[config.mk]
export PLATFORM = sky130hd
export DESIGN_NAME = sorted_priority_queue
export DESIGN_NICKNAME = d
export VERILOG_FILES = /design/src/hdl/spq_pkg.sv /design/src/hdl/spq_cell.sv /design/src/hdl/sorted_priority_queue.sv
export SDC_FILE = /design/constraint.sdc
export NUM_CORES = 2
export LEC_CHECK = 0
export ABC_AREA = 1
export CAP_MARGIN = 30
export CORE_MARGIN = 3
export CORE_UTILIZATION = 40
export DETAILED_ROUTE_END_ITERATION = 12
export DONT_BUFFER_PORTS = 1
export PLACE_DENSITY_LB_ADDON = 0.1
export SLEW_MARGIN = 15
export SYNTH_ARGS = -nofsm -noshare
export SYNTH_HDL_FRONTEND = slang
export SYNTH_SLANG_ARGS = --single-unit
[constraint.sdc]
create_clock -name i_clk -period 6.6 [get_ports i_clk]
set_input_delay 0.66 -clock i_clk [delete_from_list [all_inputs] [get_ports i_clk]]
set_output_delay 0.66 -clock i_clk [all_outputs]
set_load 0.01 [all_outputs]
[src/hdl/spq_pkg.sv]
// Shared types, codes and defaults of the sorted priority queue.
package spq_pkg;

    localparam int DEPTH_DEFAULT = 16;

    localparam logic CMD_INSERT = 1'b0;
    localparam logic CMD_DELETE = 1'b1;

    localparam logic [1:0] ST_OK        = 2'd0;
    localparam logic [1:0] ST_FULL      = 2'd1;
    localparam logic [1:0] ST_EMPTY     = 2'd2;
    localparam logic [1:0] ST_NOT_FOUND = 2'd3;

    // One stored process entry.
    typedef struct packed {
        logic        [15:0] id;
        logic signed [15:0] prio;
        logic        [15:0] run;
        logic        [15:0] arr;
    } t_entry;

    // Operation broadcast to every cell in a cycle.
    typedef struct packed {
        logic        ins;
        logic        del;
        t_entry      new_entry;
    } t_cell_ctl;

    // Signals one cell hands to its neighbors.
    typedef struct packed {
        logic        take;
        logic        seen;
        t_entry      entry;
    } t_link;

endpackage

[src/hdl/spq_cell.sv]
// One compare-and-shift cell of the sorted priority queue.
module spq_cell
    import spq_pkg::*;
(
    input  logic      i_clk,
    input  t_cell_ctl i_ctl,
    input  logic      i_valid,
    input  t_link     i_left,
    input  t_entry    i_right_entry,
    output t_link     o_link,
    output t_entry    o_next
);

    t_entry r_entry;
    t_entry n_entry;
    logic   w_take;
    logic   w_seen;

    // The new entry belongs here or further left when this slot is empty or
    // holds a priority no higher than the new one.
    assign w_take = !i_valid || (i_ctl.new_entry.prio >= r_entry.prio);
    assign w_seen = i_left.seen || (i_valid && (r_entry.id == i_ctl.new_entry.id));

    always_comb begin
        n_entry = r_entry;
        if (i_ctl.ins && w_take) begin
            n_entry = i_left.take ? i_left.entry : i_ctl.new_entry;
        end else if (i_ctl.del && w_seen) begin
            n_entry = i_right_entry;
        end
    end

    always_ff @(posedge i_clk) begin
        r_entry <= n_entry;
    end

    assign o_link.take  = w_take;
    assign o_link.seen  = w_seen;
    assign o_link.entry = r_entry;
    assign o_next       = n_entry;

endmodule

[src/hdl/sorted_priority_queue.sv]
// Top level of the sorted priority queue: a row of compare-and-shift cells.
//
// Usage: drive i_command and the entry fields and raise start for one cycle
// per command. A command beat is taken at each rising edge where start is
// high and busy is low. busy stays low, so a command may be issued in every
// cycle, back to back.
// Each command produces one result beat on the cycle after it is taken:
// o_done is high for exactly that cycle, and o_status, the head entry fields
// and o_occupancy are valid alongside it. The throughput is one command per
// cycle; the whole insert or delete happens at the clock edge that takes the
// command, with the id match signal rippling combinationally along the row
// of DEPTH cells.
// An insert finds its slot through each cell comparing its own priority with
// the new one; cells at and behind that slot shift one place toward the
// tail. A delete lets every cell at and behind the first id match pull in
// its right neighbor. A full queue drops inserts with a full status.
// The receiver cannot stall: a result is shown for one cycle only.
// Reset (i_rst_n low at a clock edge) empties the queue and clears o_done;
// the entry storage itself is not cleared, only the fill count.
module sorted_priority_queue
    import spq_pkg::*;
#(
    parameter int DEPTH = DEPTH_DEFAULT
) (
    input  logic               i_clk,
    input  logic               i_rst_n,
    input  logic               start,
    output logic               busy,
    input  logic               i_command,
    input  logic        [15:0] i_entry_id,
    input  logic signed [15:0] i_priority_req,
    input  logic        [15:0] i_run_time,
    input  logic        [15:0] i_arrival_time,
    output logic               o_done,
    output logic        [1:0]  o_status,
    output logic               o_head_valid,
    output logic        [15:0] o_head_id,
    output logic signed [15:0] o_head_priority,
    output logic        [15:0] o_head_run_time,
    output logic        [15:0] o_head_arrival_time,
    output logic        [4:0]  o_occupancy
);

    localparam int FillW = $clog2(DEPTH + 1);

    logic [FillW-1:0] r_fill;
    logic [FillW-1:0] n_fill;
    logic             r_done;
    logic [1:0]       r_status;
    logic [1:0]       n_status;
    t_entry           r_head;
    t_entry           n_head;

    t_cell_ctl w_ctl;
    t_link     w_link [DEPTH];
    t_entry    w_next [DEPTH];
    logic      w_accept;
    logic      w_full;
    logic      w_found;

    // Every command is taken in the cycle it is offered.
    assign busy     = 1'b0;
    assign w_accept = start && !busy;
    assign w_full   = (r_fill == FillW'(DEPTH));
    assign w_found  = w_link[DEPTH-1].seen;

    always_comb begin
        w_ctl.new_entry.id   = i_entry_id;
        w_ctl.new_entry.prio = i_priority_req;
        w_ctl.new_entry.run  = i_run_time;
        w_ctl.new_entry.arr  = i_arrival_time;
        w_ctl.ins = w_accept && (i_command == CMD_INSERT) && !w_full;
        w_ctl.del = w_accept && (i_command == CMD_DELETE);
    end

    // The row of cells. Cell zero is the head; a cell's left neighbor sits
    // closer to the head.
    for (genvar gi = 0; gi < DEPTH; gi++) begin : g_cell
        t_link  w_left;
        t_entry w_right;

        if (gi == 0) begin : g_head
            always_comb begin
                w_left.take  = 1'b0;
                w_left.seen  = 1'b0;
                w_left.entry = '0;
            end
        end else begin : g_body
            assign w_left = w_link[gi-1];
        end

        if (gi == DEPTH - 1) begin : g_tail
            assign w_right = '0;
        end else begin : g_inner
            assign w_right = w_link[gi+1].entry;
        end

        spq_cell u_cell (
            .i_clk         (i_clk),
            .i_ctl         (w_ctl),
            .i_valid       (FillW'(gi) < r_fill),
            .i_left        (w_left),
            .i_right_entry (w_right),
            .o_link        (w_link[gi]),
            .o_next        (w_next[gi])
        );
    end

    // Status, the new fill count and the new head entry.
    always_comb begin
        n_fill   = r_fill;
        n_status = ST_OK;
        if (i_command == CMD_INSERT) begin
            if (w_full) begin
                n_status = ST_FULL;
            end else begin
                n_fill = r_fill + FillW'(1);
            end
        end else begin
            if (r_fill == '0) begin
                n_status = ST_EMPTY;
            end else if (!w_found) begin
                n_status = ST_NOT_FOUND;
            end else begin
                n_fill = r_fill - FillW'(1);
            end
        end
        n_head = (n_fill != '0) ? w_next[0] : '0;
    end

    always_ff @(posedge i_clk) begin
        if (!i_rst_n) begin
            r_fill <= '0;
            r_done <= 1'b0;
        end else begin
            r_done <= w_accept;
            if (w_accept) begin
                r_fill <= n_fill;
            end
        end
    end

    // Result fields are held in registers shown with the done strobe.
    always_ff @(posedge i_clk) begin
        if (w_accept) begin
            r_status <= n_status;
            r_head   <= n_head;
        end
    end

    assign o_done              = r_done;
    assign o_status            = r_status;
    assign o_head_valid        = (r_fill != '0);
    assign o_head_id           = r_head.id;
    assign o_head_priority     = r_head.prio;
    assign o_head_run_time     = r_head.run;
    assign o_head_arrival_time = r_head.arr;
    assign o_occupancy         = 5'(r_fill);

`ifndef SYNTHESIS
    a_fill_bound: assert property (@(posedge i_clk) disable iff (!i_rst_n)
        r_fill <= FillW'(DEPTH))
        else $error("fill count exceeds the queue depth");

    a_done_follows: assert property (@(posedge i_clk) disable iff (!i_rst_n)
        w_accept |=> o_done)
        else $error("command taken without a result beat");

    a_full_status: assert property (@(posedge i_clk) disable iff (!i_rst_n)
        o_done && (o_status == ST_FULL) |-> r_fill == FillW'(DEPTH))
        else $error("full status reported on a queue that is not full");

    a_fill_step: assert property (@(posedge i_clk) disable iff (!i_rst_n)
        !w_accept |=> $stable(r_fill))
        else $error("fill count changed without a command");

    a_head_sorted: assert property (@(posedge i_clk) disable iff (!i_rst_n)
        o_done && (r_fill > FillW'(1)) |-> w_link[0].entry.prio >= w_link[1].entry.prio)
        else $error("head entry is out of priority order");
`endif

endmodule

==> key figures <==
Clock tree
  • Post-CTS setup buffers: 0
  • Clk slew on worst S/H paths: around 60 ps
  • Clk sink count: 1096
  • CTS tree: built
  • Clock latency on the worst-skew pair: 770 ps
  • Htree depth: 4
  • Bufs on Longest Clock Path: 3
  • Root Driver: clkbuf_16
  • CTS Buf Count: ~140

Worst setup path
  • Worst setup EP type: register
  • Worst path depth: 20
  • Reg-to-Reg End: o_head_priority[3]
  • Critical path's slowest cell: dfxtp_1
  • Worst R2R Path Depth: 20
  • Peak per-stage delay on the critical path: between 500 and 600 ps
  • Crit-path max FO: 36
  • Critical path data arrival time: 5930 ps
  • Required time worst endpoint: around 7000 ps
  • Bufs and invs on worst path: 3
  • Flop2flop setup slack: between 1000 and 1500 ps
  • Crit-path cells: inv_2 > nand2_4 > nor2_4 > nand2_1 > inv_1 > nor2_1 > nor2_1 > nand4_1 > nor2_1 > nand4_1 > nor2_1 > nand4_1 > nor2_1 > nand3_1 > nand2_1 > a21oi_1 > nand3_2 > nor2_8 > buf_12 > nor2_1
  • Delay-heaviest family, CP: simple AND/OR/NAND/NOR gates
  • CP Class: register to register
  • Critical Path Most Common Cell: nor2_1
  • CP startpoint kind: register
  • Reg2reg start: o_occupancy[3]

Global routing
  • Met3 usage: 0.0533
  • M1 GR Usage: 0.371
  • Largest net degree at the start of global routing: between 150 and 200
  • Number of global-route vias before repair: roughly 54000
  • GRT Total Usage: 0.277
  • Antenna violations before repair: 6
  • GR peak layer: met2
  • Grt met2 use: 0.459
  • First-pass GRT wire length: ~350000 µm
  • Congestion Overflow GR: 0

Yosys
  • Total of warnings raised by yosys: 0
  • Cell Area, Synth: around 65000 µm²
  • Sequential share of the synthesized area: 0.494
  • Synth Net Count: just over 8000
  • Top-area cell type share of the netlist area: 0.473
  • Synth area leaders: edfxtp_1, o21ai_0, nand2_1
  • Yosys reg bits: 1096
  • Simple-gate portion of the synthesized area: 0.149
  • Main combinational cell family by area after synthesis: compound AO/OA/AOI/OAI gates
  • EDFF count, synth: 1026
  • Synth Area in Adders: 0.0499
  • Mapped Avg Cell Area: about 8.4 µm²
  • Leading area contributor after synthesis: edfxtp_1
  • Mapped Cells: about 7800
  • Ys async rst share: 0
  • Top FF cell, synth: edfxtp_1
  • Count leader, synth: o21ai_0
  • Top cells by count, synth: o21ai_0, nand2_1, edfxtp_1, a21oi_1, inv_1
  • Synth cell types: 63
  • Compound-Gate Fraction of Synth Area: 0.207
  • Xor and xnor area share after synthesis: 0.0172
  • Mux contribution to synthesized area: 0.000173

Floorplan
  • Full die area: 168000 µm²
  • Row cnt: ~150
  • Initial Util: 0.404
  • Die Y: around 410 µm
  • Core ar.: 161000 µm²
  • IO Pins: 142
  • Die width: around 410 µm

STA
  • Fmax achieved: 0.188 GHz
  • RSZ-0062 raised after global routing: false
  • Setup violators final: 0
  • Final Slew Violations: 0
  • Final Hold Fails: 0
  • Worst slew pin tran: around 1100 ps
  • Fin crit share: 0.806
  • Clock Skew: between 20 and 30 ps
  • Worst slew margin: 0.298
  • Total negative slack: 0 ps
  • Fin crit period: 5320 ps

Power
  • Pwr per Cell Area: between 200 and 300 nW/µm²
  • PnR Total Power: roughly 21000 µW
  • Leak pwr: between 0.02 and 0.03 µW
  • Peak VDD IR: slightly above 0.0003 V

Routing
  • DRC Markers: 0
  • Number of DRC markers in iteration 0: 5868
  • Antenna viol nets, final: 0
  • Final wirelength: 239000 µm
  • Routed vias/inst: 5.69
  • Routed vias: roughly 56000
  • Wire per inst: ~24 µm
  • First-pass DRT Iterations: 6

Flow run
  • Max cap viols: 0

Finish
  • Nets@finish: 7820
  • Layout area overhead: 9.71%
  • Final non-filler cell total: between 9000 and 10000
  • Share of layout cells above drive strength 1: 0.0558

Placement
  • HPWL after DPL: 162000 µm
  • Placed cells: 9505
  • IO buf count: 0
  • GPL Wtd Cong: 0.951

Worst hold path
  • Worst Hold Endpoint: o_head_arrival_time[7]
  • HP Class: primary input to register
  • Min-delay src: start
  • Hold Path Stages: 0

Run status
  • Status: finished, final reports clean
==> layout make-up <==
class                           count  area [µm²]
Antenna cell                        1        2.50
Clock buffer                      202        3900
Clock inverter                     48         475
Fill cell                       15935       89800
Inverter                          823        3110
Multi-Input combinational cell   5318       28000
Sequential cell                  1096       32200
Tap cell                         2160        2700
Timing Repair Buffer              116        1130
==> cell usage in the layout, fill, tap and decap left out, drive strengths merged, types with 6 or more instances in the layout <==
| cell type | instances |
|---|---|
| nand3 | 108 |
| o211ai | 8 |
| xnor2 | 38 |
| or2 | 11 |
| nand3b | 10 |
| a22oi | 82 |
| nand4 | 78 |
| clkinv | 42 |
| a31oi | 15 |
| a211oi | 38 |
| nor4 | 47 |
| dfxtp | 70 |
| inv | 823 |
| buf | 111 |
| ha | 260 |
| xor2 | 90 |
| nor3 | 71 |
| a21oi | 901 |
| and3 | 6 |
| clkbuf | 202 |
| nor2 | 622 |
| nor3b | 7 |
| edfxtp | 1026 |
| o2111ai | 10 |
| o21bai | 12 |
| nor4b | 7 |
| o22ai | 32 |
| o31ai | 35 |
| nand2 | 1390 |
| o21ai | 1405 |
==> worst max-delay path by stage <==
| stage | slack, ps | end | from |
|---|---|---|---|
| after detailed placement | 1320 | o_head_priority[3] | o_occupancy[3] |
| after CTS | 1300 | o_head_run_time[14] | o_occupancy[3] |
| after floorplan | 0.8 | g_cell[2].u_cell.o_link[0] | i_entry_id[14] |
| final | 1280 | o_head_priority[3] | o_occupancy[3] |
| after global routing | 960 | o_head_priority[3] | o_occupancy[3] |
| after global placement | 1350 | o_head_priority[4] | o_occupancy[3] |
==> worst reg2reg max path: stages, from the launching register on <==
cell     delay [ps]
dfxtp_1         510
inv_2           210
nand2_4         140
nor2_4          390
nand2_1         380
inv_1           230
nor2_1           70
nor2_1          260
nand4_1         200
nor2_1          390
nand4_1         270
nor2_1          430
nand4_1         200
nor2_1          390
nand3_1         120
nand2_1         100
a21oi_1         100
nand3_2         150
nor2_8          110
buf_12          300
nor2_1          210
==> what timing repair did <==
item	CTS	global route
hold buffers	6	0
hold endpoints to repair	11	0
gates resized for setup	0	0
==> cell families (layout without fill, tap and decap cells) <==
kind of cell	Yosys count	after routing
other	1	2
flip-flops	1096	1096
adder cells (fa/ha/maj)	260	260
AO/OA/AOI/OAI	2565	2565
XOR/XNOR	128	128
AND/OR/NAND/NOR	2363	2363
buffers and inverters	1385	1189
multiplexers	1	1
==> report_power, final <==
part	switching, µW	internal (µW)
clock network	3200	4310
logic	3130	1240
registers	455	8570
total	6780	14100
==> layer usage <==
layer / wire (µm) / vias to the layer above / share of wire
li1: - / 26281 / -
met1: 103000 / 26845 / 0.43
met2: 112000 / 2063 / 0.47
met3: 18700 / 336 / 0.078
met4: 5830 / 0 / 0.024
met5: 0 / - / 0
==> stage by stage <==
step	worst slack [ps]	util	hold WS, ps	cell area [µm²]
finish	1280	0.443	55.0	71500
global route	957	0.443	18.0	71500
CTS	1300	0.443	5.34	71500
detailed placement	1320	0.416	499	67000
global placement	1350	0.415	490	66900
floorplan	0.766	-	487	65200
==> flip-flops by register name, summed over array words and instances (netlist names) <==
register,count
g_cell.u_cell.o_link,1024
o_done,1
o_head_arrival_time,16
o_head_id,16
o_head_priority,16
o_head_run_time,16
o_occupancy,5
o_status,2
Note: power is estimated with default switching activity, not from simulation.
